===== src/hw/rtl/balanced_ternary_encoder_top_macros.svh =====
// Assertion macros shared by the balanced-ternary encoder RTL.
`ifndef BALANCED_TERNARY_ENCODER_TOP_MACROS_SVH
`define BALANCED_TERNARY_ENCODER_TOP_MACROS_SVH

// Same-cycle implication, sampled on clk, off while arst_n is low.
`define BTENC_ASSERT_IMP(label, ante, cons, msg) \
	label: assert property (@(posedge clk) disable iff (!arst_n) (ante) |-> (cons)) \
		else $error(msg);

// Next-cycle implication, sampled on clk, off while arst_n is low.
`define BTENC_ASSERT_NEXT(label, ante, cons, msg) \
	label: assert property (@(posedge clk) disable iff (!arst_n) (ante) |=> (cons)) \
		else $error(msg);

`endif


===== src/hw/rtl/btenc_pkg.sv =====
// Shared constants and types for the balanced-ternary encoder.
`timescale 1ns / 1ps

package btenc_pkg;

	localparam int VALUE_BITS_DEF = 32;
	localparam int MAX_TRITS_DEF  = 21;
	localparam int MUL_SLICE      = 32;
	localparam int TRIT_BITS      = 2;

	localparam logic [TRIT_BITS-1:0] TRIT_ZERO = 2'b00;
	localparam logic [TRIT_BITS-1:0] TRIT_POS  = 2'b01;
	localparam logic [TRIT_BITS-1:0] TRIT_NEG  = 2'b11;
	localparam logic [TRIT_BITS-1:0] TRIT_BAD  = 2'b10;

	localparam logic [1:0] REM_ZERO = 2'd0;
	localparam logic [1:0] REM_ONE  = 2'd1;
	localparam logic [1:0] REM_TWO  = 2'd2;
	localparam logic [1:0] REM_BAD  = 2'd3;

	typedef struct packed {
		logic       done;
		logic [1:0] rem;
	} div_stat_t;

endpackage


===== src/hw/rtl/btenc_ifs.sv =====
// Valid/ready channel interfaces for the encoder input and digit output.
`timescale 1ns / 1ps

interface btenc_val_if #(
	parameter int W = btenc_pkg::VALUE_BITS_DEF
);
	logic                valid;
	logic                ready;
	logic signed [W-1:0] value;

	modport source (output valid, output value, input ready);
	modport sink (input valid, input value, output ready);
endinterface

interface btenc_trit_if;
	logic                                   valid;
	logic                                   ready;
	logic signed [btenc_pkg::TRIT_BITS-1:0] trit;
	logic                                   last;

	modport source (output valid, output trit, output last, input ready);
	modport sink (input valid, input trit, input last, output ready);
endinterface


===== src/hw/rtl/btenc_div3.sv =====
// Shared divide-by-3 step unit: reciprocal multiply in 32-bit slices, then fix-up.
`timescale 1ns / 1ps
`include "balanced_ternary_encoder_top_macros.svh"

module btenc_div3 #(
	parameter int VALUE_BITS = btenc_pkg::VALUE_BITS_DEF
) (
	input  logic                     clk,
	input  logic                     arst_n,
	input  logic                     start,
	input  logic [VALUE_BITS-1:0]    mag,
	output btenc_pkg::div_stat_t     stat,
	output logic [VALUE_BITS-1:0]    q_next
);

	localparam int W      = VALUE_BITS;
	localparam int S      = btenc_pkg::MUL_SLICE;
	localparam int PASSES = (W + S - 1) / S;
	localparam int RW     = PASSES * S;
	localparam int AW     = W + RW;
	localparam int PW     = (PASSES > 1) ? $clog2(PASSES) : 1;
	localparam int ADJ    = ((W + 1) % 2 == 1) ? 1 : 2;

	// ceil(2^(W+1) / 3): floor(m * RECIP / 2^(W+1)) == floor(m / 3) for m < 2^W
	localparam logic [W+1:0] POW2    = (W + 2)'(1) << (W + 1);
	localparam logic [W+1:0] RECIP_W = (POW2 + (W + 2)'(ADJ)) / (W + 2)'(3);
	localparam logic [RW-1:0] RECIP  = RW'(RECIP_W);

	typedef enum logic [2:0] {
		PH_IDLE = 3'b001,
		PH_MUL  = 3'b010,
		PH_FIN  = 3'b100
	} phase_t;

	phase_t         ph_q;
	logic [PW-1:0]  pass_q;
	logic [AW-1:0]  acc_q;

	logic [PW-1:0]  pass_idx;
	logic [S-1:0]   slice;
	logic [W+S-1:0] prod;
	logic [AW-1:0]  part;
	logic [W-1:0]   quo;
	logic [1:0]     rem;

	always_comb begin
		pass_idx = (ph_q == PH_MUL) ? pass_q : '0;
		slice    = RECIP[int'(pass_idx) * S +: S];
		prod     = {{S{1'b0}}, mag} * {{W{1'b0}}, slice};
		part     = AW'(prod) << (int'(pass_idx) * S);
		quo      = W'(acc_q >> (W + 1));
		rem      = mag[1:0] - (quo[1:0] + {quo[0], 1'b0});
		q_next   = quo + W'(rem == btenc_pkg::REM_TWO);
		stat.done = (ph_q == PH_FIN);
		stat.rem  = rem;
	end

	always_ff @(posedge clk or negedge arst_n) begin
		if (!arst_n) begin
			ph_q   <= PH_IDLE;
			pass_q <= '0;
		end else begin
			case (ph_q)
				PH_IDLE: begin
					if (start) begin
						if (PASSES == 1) begin
							ph_q <= PH_FIN;
						end else begin
							pass_q <= PW'(1);
							ph_q   <= PH_MUL;
						end
					end
				end
				PH_MUL: begin
					if (pass_q == PW'(PASSES - 1)) begin
						ph_q <= PH_FIN;
					end else begin
						pass_q <= pass_q + PW'(1);
					end
				end
				PH_FIN: begin
					ph_q <= PH_IDLE;
				end
				default: begin
					ph_q <= PH_IDLE;
				end
			endcase
		end
	end

	always_ff @(posedge clk) begin
		if (ph_q == PH_IDLE && start) begin
			acc_q <= part;
		end else if (ph_q == PH_MUL) begin
			acc_q <= acc_q + part;
		end
	end

	`BTENC_ASSERT_IMP(a_start_idle, start, ph_q == PH_IDLE, "divider started while busy")
	`BTENC_ASSERT_IMP(a_rem_range, stat.done, stat.rem != btenc_pkg::REM_BAD, "remainder of 3")
	`BTENC_ASSERT_NEXT(a_done_pulse, stat.done, !stat.done, "done held over two cycles")

endmodule


===== src/hw/rtl/balanced_ternary_encoder_top.sv =====
// Balanced-ternary encoder: signed integer in, run of trits out, most significant first.
// One value is taken while the block is idle (value_ch.ready high). Its magnitude is
// divided by 3 in a shared reciprocal-multiply unit, one digit per divide; each digit is
// held in a small store, then the digits leave most significant first at one per cycle
// while trit_ch.ready stays high, through an output register, the last one flagged. At
// most MAX_TRITS trits are sent per value (21 at 32 bits); zero gives the single trit 0.
// Negative inputs have every digit negated; if MAX_TRITS is below what the magnitude
// needs, only the MAX_TRITS least significant digits are sent. trit codes: 0 = 2'b00,
// +1 = 2'b01, -1 = 2'b11.
`timescale 1ns / 1ps
`include "balanced_ternary_encoder_top_macros.svh"

module balanced_ternary_encoder_top #(
	parameter int VALUE_BITS = btenc_pkg::VALUE_BITS_DEF,
	parameter int MAX_TRITS  = btenc_pkg::MAX_TRITS_DEF
) (
	input  logic         clk,
	input  logic         arst_n,
	btenc_val_if.sink    value_ch,
	btenc_trit_if.source trit_ch
);

	localparam int W     = VALUE_BITS;
	localparam int IDX_W = $clog2(MAX_TRITS);

	typedef enum logic [2:0] {
		ST_IDLE = 3'b001,
		ST_DIV  = 3'b010,
		ST_EMIT = 3'b100
	} state_t;

	state_t                          st_q;
	logic                            start_q;
	logic [W-1:0]                    mag_q;
	logic                            neg_q;
	logic [IDX_W-1:0]                cnt_q;
	logic [IDX_W-1:0]                rd_q;
	logic                            out_valid_q;
	logic [btenc_pkg::TRIT_BITS-1:0] out_trit_q;
	logic                            out_last_q;
	logic [btenc_pkg::TRIT_BITS-1:0] store_q [MAX_TRITS];

	btenc_pkg::div_stat_t            stat;
	logic [W-1:0]                    q_next;
	logic [W-1:0]                    vu;
	logic [W-1:0]                    mag_in;
	logic                            fire;
	logic                            load;
	logic [btenc_pkg::TRIT_BITS-1:0] digit;

	btenc_div3 #(
		.VALUE_BITS(VALUE_BITS)
	) u_div3 (
		.clk    (clk),
		.arst_n (arst_n),
		.start  (start_q),
		.mag    (mag_q),
		.stat   (stat),
		.q_next (q_next)
	);

	assign value_ch.ready = (st_q == ST_IDLE);
	assign fire           = value_ch.valid && value_ch.ready;
	assign load           = (st_q == ST_EMIT) && (!out_valid_q || trit_ch.ready);

	assign trit_ch.valid = out_valid_q;
	assign trit_ch.trit  = $signed(out_trit_q);
	assign trit_ch.last  = out_last_q;

	always_comb begin
		vu     = value_ch.value;
		mag_in = vu[W-1] ? (~vu + W'(1)) : vu;
		case (stat.rem)
			btenc_pkg::REM_ONE: digit = neg_q ? btenc_pkg::TRIT_NEG : btenc_pkg::TRIT_POS;
			btenc_pkg::REM_TWO: digit = neg_q ? btenc_pkg::TRIT_POS : btenc_pkg::TRIT_NEG;
			default:            digit = btenc_pkg::TRIT_ZERO;
		endcase
	end

	always_ff @(posedge clk or negedge arst_n) begin
		if (!arst_n) begin
			st_q    <= ST_IDLE;
			start_q <= 1'b0;
			mag_q   <= '0;
			neg_q   <= 1'b0;
			cnt_q   <= '0;
			rd_q    <= '0;
		end else begin
			start_q <= 1'b0;
			case (st_q)
				ST_IDLE: begin
					if (fire) begin
						neg_q <= vu[W-1];
						mag_q <= mag_in;
						cnt_q <= '0;
						if (mag_in == '0) begin
							rd_q <= '0;
							st_q <= ST_EMIT;
						end else begin
							start_q <= 1'b1;
							st_q    <= ST_DIV;
						end
					end
				end
				ST_DIV: begin
					if (stat.done) begin
						mag_q <= q_next;
						cnt_q <= cnt_q + IDX_W'(1);
						if (q_next == '0 || cnt_q == IDX_W'(MAX_TRITS - 1)) begin
							rd_q <= cnt_q;
							st_q <= ST_EMIT;
						end else begin
							start_q <= 1'b1;
						end
					end
				end
				ST_EMIT: begin
					if (load) begin
						if (rd_q == '0) begin
							st_q <= ST_IDLE;
						end else begin
							rd_q <= rd_q - IDX_W'(1);
						end
					end
				end
				default: begin
					st_q <= ST_IDLE;
				end
			endcase
		end
	end

	always_ff @(posedge clk or negedge arst_n) begin
		if (!arst_n) begin
			out_valid_q <= 1'b0;
		end else if (load) begin
			out_valid_q <= 1'b1;
		end else if (trit_ch.ready) begin
			out_valid_q <= 1'b0;
		end
	end

	// digit store, least significant first
	always_ff @(posedge clk) begin
		if (fire && mag_in == '0) begin
			store_q[0] <= btenc_pkg::TRIT_ZERO;
		end else if (st_q == ST_DIV && stat.done) begin
			store_q[cnt_q] <= digit;
		end
	end

	always_ff @(posedge clk) begin
		if (load) begin
			out_trit_q <= store_q[rd_q];
			out_last_q <= (rd_q == '0);
		end
	end

	`BTENC_ASSERT_IMP(a_done_in_div, stat.done, st_q == ST_DIV, "divider done outside divide")
	`BTENC_ASSERT_NEXT(a_last_left_emit, load && rd_q == '0, st_q == ST_IDLE, "emit after last")
	`BTENC_ASSERT_IMP(a_start_in_div, start_q, st_q == ST_DIV && !stat.done, "stray divider start")

endmodule


===== src/flat_wrapper.sv =====
// flat-port wrapper written by rule: the top's interface ports become plain ports
module balanced_ternary_encoder_top_flat 
#(
	parameter int VALUE_BITS = btenc_pkg::VALUE_BITS_DEF,
	parameter int MAX_TRITS  = btenc_pkg::MAX_TRITS_DEF
)
  (clk, arst_n, value_ch_valid, value_ch_value, value_ch_ready, trit_ch_valid, trit_ch_trit, trit_ch_last, trit_ch_ready);
  btenc_val_if #(.W(btenc_pkg::VALUE_BITS_DEF)) value_ch_i ();
  btenc_trit_if trit_ch_i ();
  input  logic clk;
  input  logic arst_n;
  input wire logic [$bits(value_ch_i.valid)-1:0] value_ch_valid;
  input wire logic [$bits(value_ch_i.value)-1:0] value_ch_value;
  output wire logic [$bits(value_ch_i.ready)-1:0] value_ch_ready;
  output wire logic [$bits(trit_ch_i.valid)-1:0] trit_ch_valid;
  output wire logic [$bits(trit_ch_i.trit)-1:0] trit_ch_trit;
  output wire logic [$bits(trit_ch_i.last)-1:0] trit_ch_last;
  input wire logic [$bits(trit_ch_i.ready)-1:0] trit_ch_ready;
  assign value_ch_i.valid = value_ch_valid;
  assign value_ch_i.value = value_ch_value;
  assign value_ch_ready = value_ch_i.ready;
  assign trit_ch_valid = trit_ch_i.valid;
  assign trit_ch_trit = trit_ch_i.trit;
  assign trit_ch_last = trit_ch_i.last;
  assign trit_ch_i.ready = trit_ch_ready;
  balanced_ternary_encoder_top #(.VALUE_BITS(VALUE_BITS), .MAX_TRITS(MAX_TRITS)) u_core (.clk(clk), .arst_n(arst_n), .value_ch(value_ch_i), .trit_ch(trit_ch_i));
endmodule

===== config.mk =====
export PLATFORM = sky130hd
export DESIGN_NAME = balanced_ternary_encoder_top_flat
export DESIGN_NICKNAME = d
export VERILOG_FILES = /design/src/hw/rtl/btenc_pkg.sv /design/src/hw/rtl/btenc_ifs.sv /design/src/hw/rtl/btenc_div3.sv /design/src/hw/rtl/balanced_ternary_encoder_top.sv /design/src/flat_wrapper.sv
export VERILOG_INCLUDE_DIRS = /design/src /design/src/hw/rtl
export SDC_FILE = /design/constraint.sdc
export NUM_CORES = 2
export LEC_CHECK = 0
export ABC_CLOCK_PERIOD_IN_PS = 12400
export BUFFER_PORTS_ARGS = -buffer_cell sky130_fd_sc_hd__buf_2
export CORE_MARGIN = 3
export CORE_UTILIZATION = 50
export CTS_CLUSTER_SIZE = 20
export DETAILED_ROUTE_END_ITERATION = 6
export PLACE_DENSITY_LB_ADDON = 0.12
export SLEW_MARGIN = 20
export SYNTH_ARGS = -nofsm -noshare
export SYNTH_HDL_FRONTEND = slang
export SYNTH_SLANG_ARGS = --single-unit

===== constraint.sdc =====
create_clock -name clk -period 12.4 [get_ports clk]
set_clock_uncertainty 0.05 [all_clocks]
set_input_delay 2.48 -clock clk [delete_from_list [all_inputs] [get_ports clk]]
set_output_delay 2.48 -clock clk [all_outputs]
set_load 0.01 [all_outputs]

==> Implementation_results.wiki <==
{| class="wikitable"
! Metric !! Value
|-
| Die span in x || 248 um
|-
| Row Count || 88
|-
| Number of global-route vias before repair || 23,365
|-
| Number of ports placed on the die boundary || 41
|-
| Cell type of the slowest stage on the worst timing path || sky130_fd_sc_hd__dfrtp_1
|-
| Data arrival at the endpoint of the critical path || 11.45 ns
|-
| Post-detailed-route via-to-cell ratio || 5.88
|-
| RSZ-0062 raised after global routing || false
|-
| Number of standard cells after synthesis || 3,168
|-
| Clock slew seen by the registers of the worst setup and hold paths || 0.09 ns
|-
| Dominant combinational cell family by area after synthesis || adder cells
|-
| Initial cell density of the core || 50.7%
|-
| Multiplexer fraction of the synthesized cell area || 1.47%
|-
| Placed wire-length estimate after detailed placement || 77,500 um
|-
| Fraction of final layout cells with drive strength greater than 1 || 4.27%
|-
| Largest net degree at the start of global routing || 83
|-
| Final setup violation count || 0
|-
| Worst setup EP type || register
|-
| Critical path type || register to register
|-
| Number of setup buffers added after CTS || 0
|-
| Total Die Area || 61,700 um2
|-
| Worst Setup Start Kind || register
|-
| Critical path fanouts, max || 10
|-
| DIE HEIGHT || 248 um
|-
| Compound-gate portion of the synthesized area || 13.8%
|-
| Number of buffers inserted by hold repair at cts || 0
|-
| Post-Route Setup TNS || 0 ns
|-
| Number of max-slew violations in the final report || 0
|-
| Uppermost metal layer occupied by signal nets || met4
|-
| Count of port buffers added during placement || 40
|-
| Pin slew with the least headroom to its limit || 1.15 ns
|-
| WL/cell || 23.0 um
|-
| Number of warnings printed during yosys synthesis || 0
|-
| Synth-to-Final Area Change || 5.17%
|-
| Status || complete, no violations
|-
| Number of fill cells || 5,358
|-
| Multi-input gate area in the final layout || 22,500 um2
|-
| # DRC || 0
|-
| Number of DRC violations after detailed-routing iteration 0 || 2,058
|-
| Number of synthesized flops with an enable pin || 109
|-
| Source-to-sink clock delay at the later pin of the worst-skew pair || 0.48 ns
|-
| Most common cell after layout, fill and taps aside || sky130_fd_sc_hd__inv_1
|-
| Total vias in the final route || 23,080
|-
| Detailed Route WL || 90,400 um
|-
| Core ar. || 57,900 um2
|-
| NumNets Final || 3,988
|-
| Antenna-violating nets left || 0
|-
| Max Fclk || 0.0887 GHz
|-
| Clock root cell || sky130_fd_sc_hd__clkbuf_16
|-
| Mean Syn Cell Area || 9.27 um2
|-
| Overflow left after global routing || 0
|-
| Number of CTS-inserted buffers || 17
|-
| Number of distinct library cell variants in the gate-level netlist after synthesis || 77
|-
| Share of the yosys chip area belonging to registers || 15.4%
|-
| Min-Delay Path Class || register to register
|-
| CTS tree || built
|-
| Maximum clock path buffer count || 2
|-
| Met3 wire len || 5580 um
|-
| Final Cycle Share || 90.9%
|-
| Synthesized-area fraction occupied by adder cells || 43.5%
|-
| Post-route met1 wirelength || 41,300 um
|-
| Primary FF master, synth || sky130_fd_sc_hd__edfxtp_1
|-
| Met2 wire len || 40,900 um
|-
| Number of storage elements in the synthesis netlist || 159
|-
| Ys async rst share || 31.4%
|-
| Iteration count of the initial detailed-routing pass || 5
|-
| Initial antenna violation count || 1
|-
| GPL Wtd Cong || 1.01
|-
| CTS H-tree lvls || 4
|-
| Post-synthesis simple-gate area fraction || 11.3%
|-
| Sequential cell area || 4530 um2
|-
| Slowest stage delay, CP || 0.70 ns
|-
| Gates resized, CTS repair || 0
|-
| GRT Total Usage || 30.4%
|-
| Nets in the synthesized netlist || 4,010
|-
| Worst path required time || 12.58 ns
|-
| Post-Synth XOR/XNOR Area || 6.26%
|-
| Number of hold violations in the final report || 0
|-
| Clock sink total || 159
|-
| Shortest period the worst path allows || 11.27 ns
|-
| Maximum capacitance violations || 0
|-
| Global-route wire length before repair || 141,000 um
|-
| Area of the mapped netlist || 29,400 um2
|-
| Commonest cells after routing, fill and taps aside || sky130_fd_sc_hd__inv_1 (547), sky130_fd_sc_hd__ha_1 (447), sky130_fd_sc_hd__fa_1 (359), sky130_fd_sc_hd__nand2_1 (201), sky130_fd_sc_hd__a21oi_1 (185)
|-
| Relative slew margins || 22.6%
|}
[critical path: cells and delay by family, from the launching register on]
family	cells	cell delay [ns]
DFF	1	0.70
and+or+nand+nor	4	0.91
AOI/OAI and AO/OA	10	3.49
buffers and inverters	6	0.33
muxes	1	0.28
xor gates and xnor gates	3	0.81
adders and majority gates	10	4.42
[through the flow]
stage / instances / hold WS (ns) / instance area [um2] / setup WS (ns) / utilization [%]
after global routing: 3924 / 0.518 / 30900 / 0.676 / 53.3
after global placement: 3892 / 0.443 / 30300 / 1.56 / 52.3
after CTS: 3924 / 0.497 / 30900 / 1.40 / 53.3
after floorplan: 3168 / 0.420 / 29400 / 3.19 / -
after detailed placement: 3892 / 0.470 / 30300 / 1.51 / 52.3
final: 3925 / 0.502 / 30900 / 1.13 / 53.3
[cell usage after synthesis (all sizes together) (76+ instances only)]
library cell	instances	area (um2)
a21oi	185	926
inv	548	2060
clkbuf	76	287
ha	447	5590
fa	359	7190
nand2	201	754
o21ai	163	816
xnor2	109	955
edfxtp	109	3270
xor2	101	885
a21o	99	743
nor2	179	672
[logic make-up after synthesis]
kind of cell / count (synthesis)
adders and majority gates: 806
and+or+nand+nor: 681
AOI/OAI and AO/OA: 645
buffers and inverters: 639
xor gates and xnor gates: 210
DFF: 159
muxes: 28
[final cells by class]
class                   count  share of cell area (%)
diodes                      1                 0.00810
clock buffers              17                    1.38
clock inverters            15                   0.636
inverters                 549                    6.67
multi-input cells        2370                    72.7
flip-flops and latches    159                    14.7
well taps                 765                    3.10
repair buffers             49                   0.867
[flip-flops by register name, indices dropped and copies added, names as in the netlist, 2 cells and up]
register             flops
u_core.st_q              3
u_core.u_div3.ph_q       2
u_core.store_q          42
u_core.u_div3.acc_q     64
u_core.rd_q              5
u_core.mag_q            32
u_core.trit_ch.trit      2
u_core.cnt_q             5
[final timing paths]
kind                                                end             from  slack [ns]  cells past startpoint
min in group asynchronous              u_core.mag_q[27]           arst_n        2.12                      2
max in group asynchronous               u_core.mag_q[3]           arst_n        9.63                      2
worst min-delay path                       u_core.neg_q     u_core.neg_q        0.50                      2
worst max-delay path            u_core.u_div3.acc_q[54]  u_core.mag_q[5]        1.13                     34
worst max register to register  u_core.u_div3.acc_q[54]  u_core.mag_q[5]        1.13                     34
worst min register to register             u_core.neg_q     u_core.neg_q        0.50                      2
[routing by layer]
layer | track usage (%) | vias up
li1 | - | 10666
met1 | 43.9 | 11533
met2 | 47.7 | 750
met3 | 4.23 | 131
met4 | 8.53 | 0
met5 | 0 | -
Power is left out: the tool's default activity adds up to more than one toggle a clock period on the data nets, which glitch-free logic cannot reach.
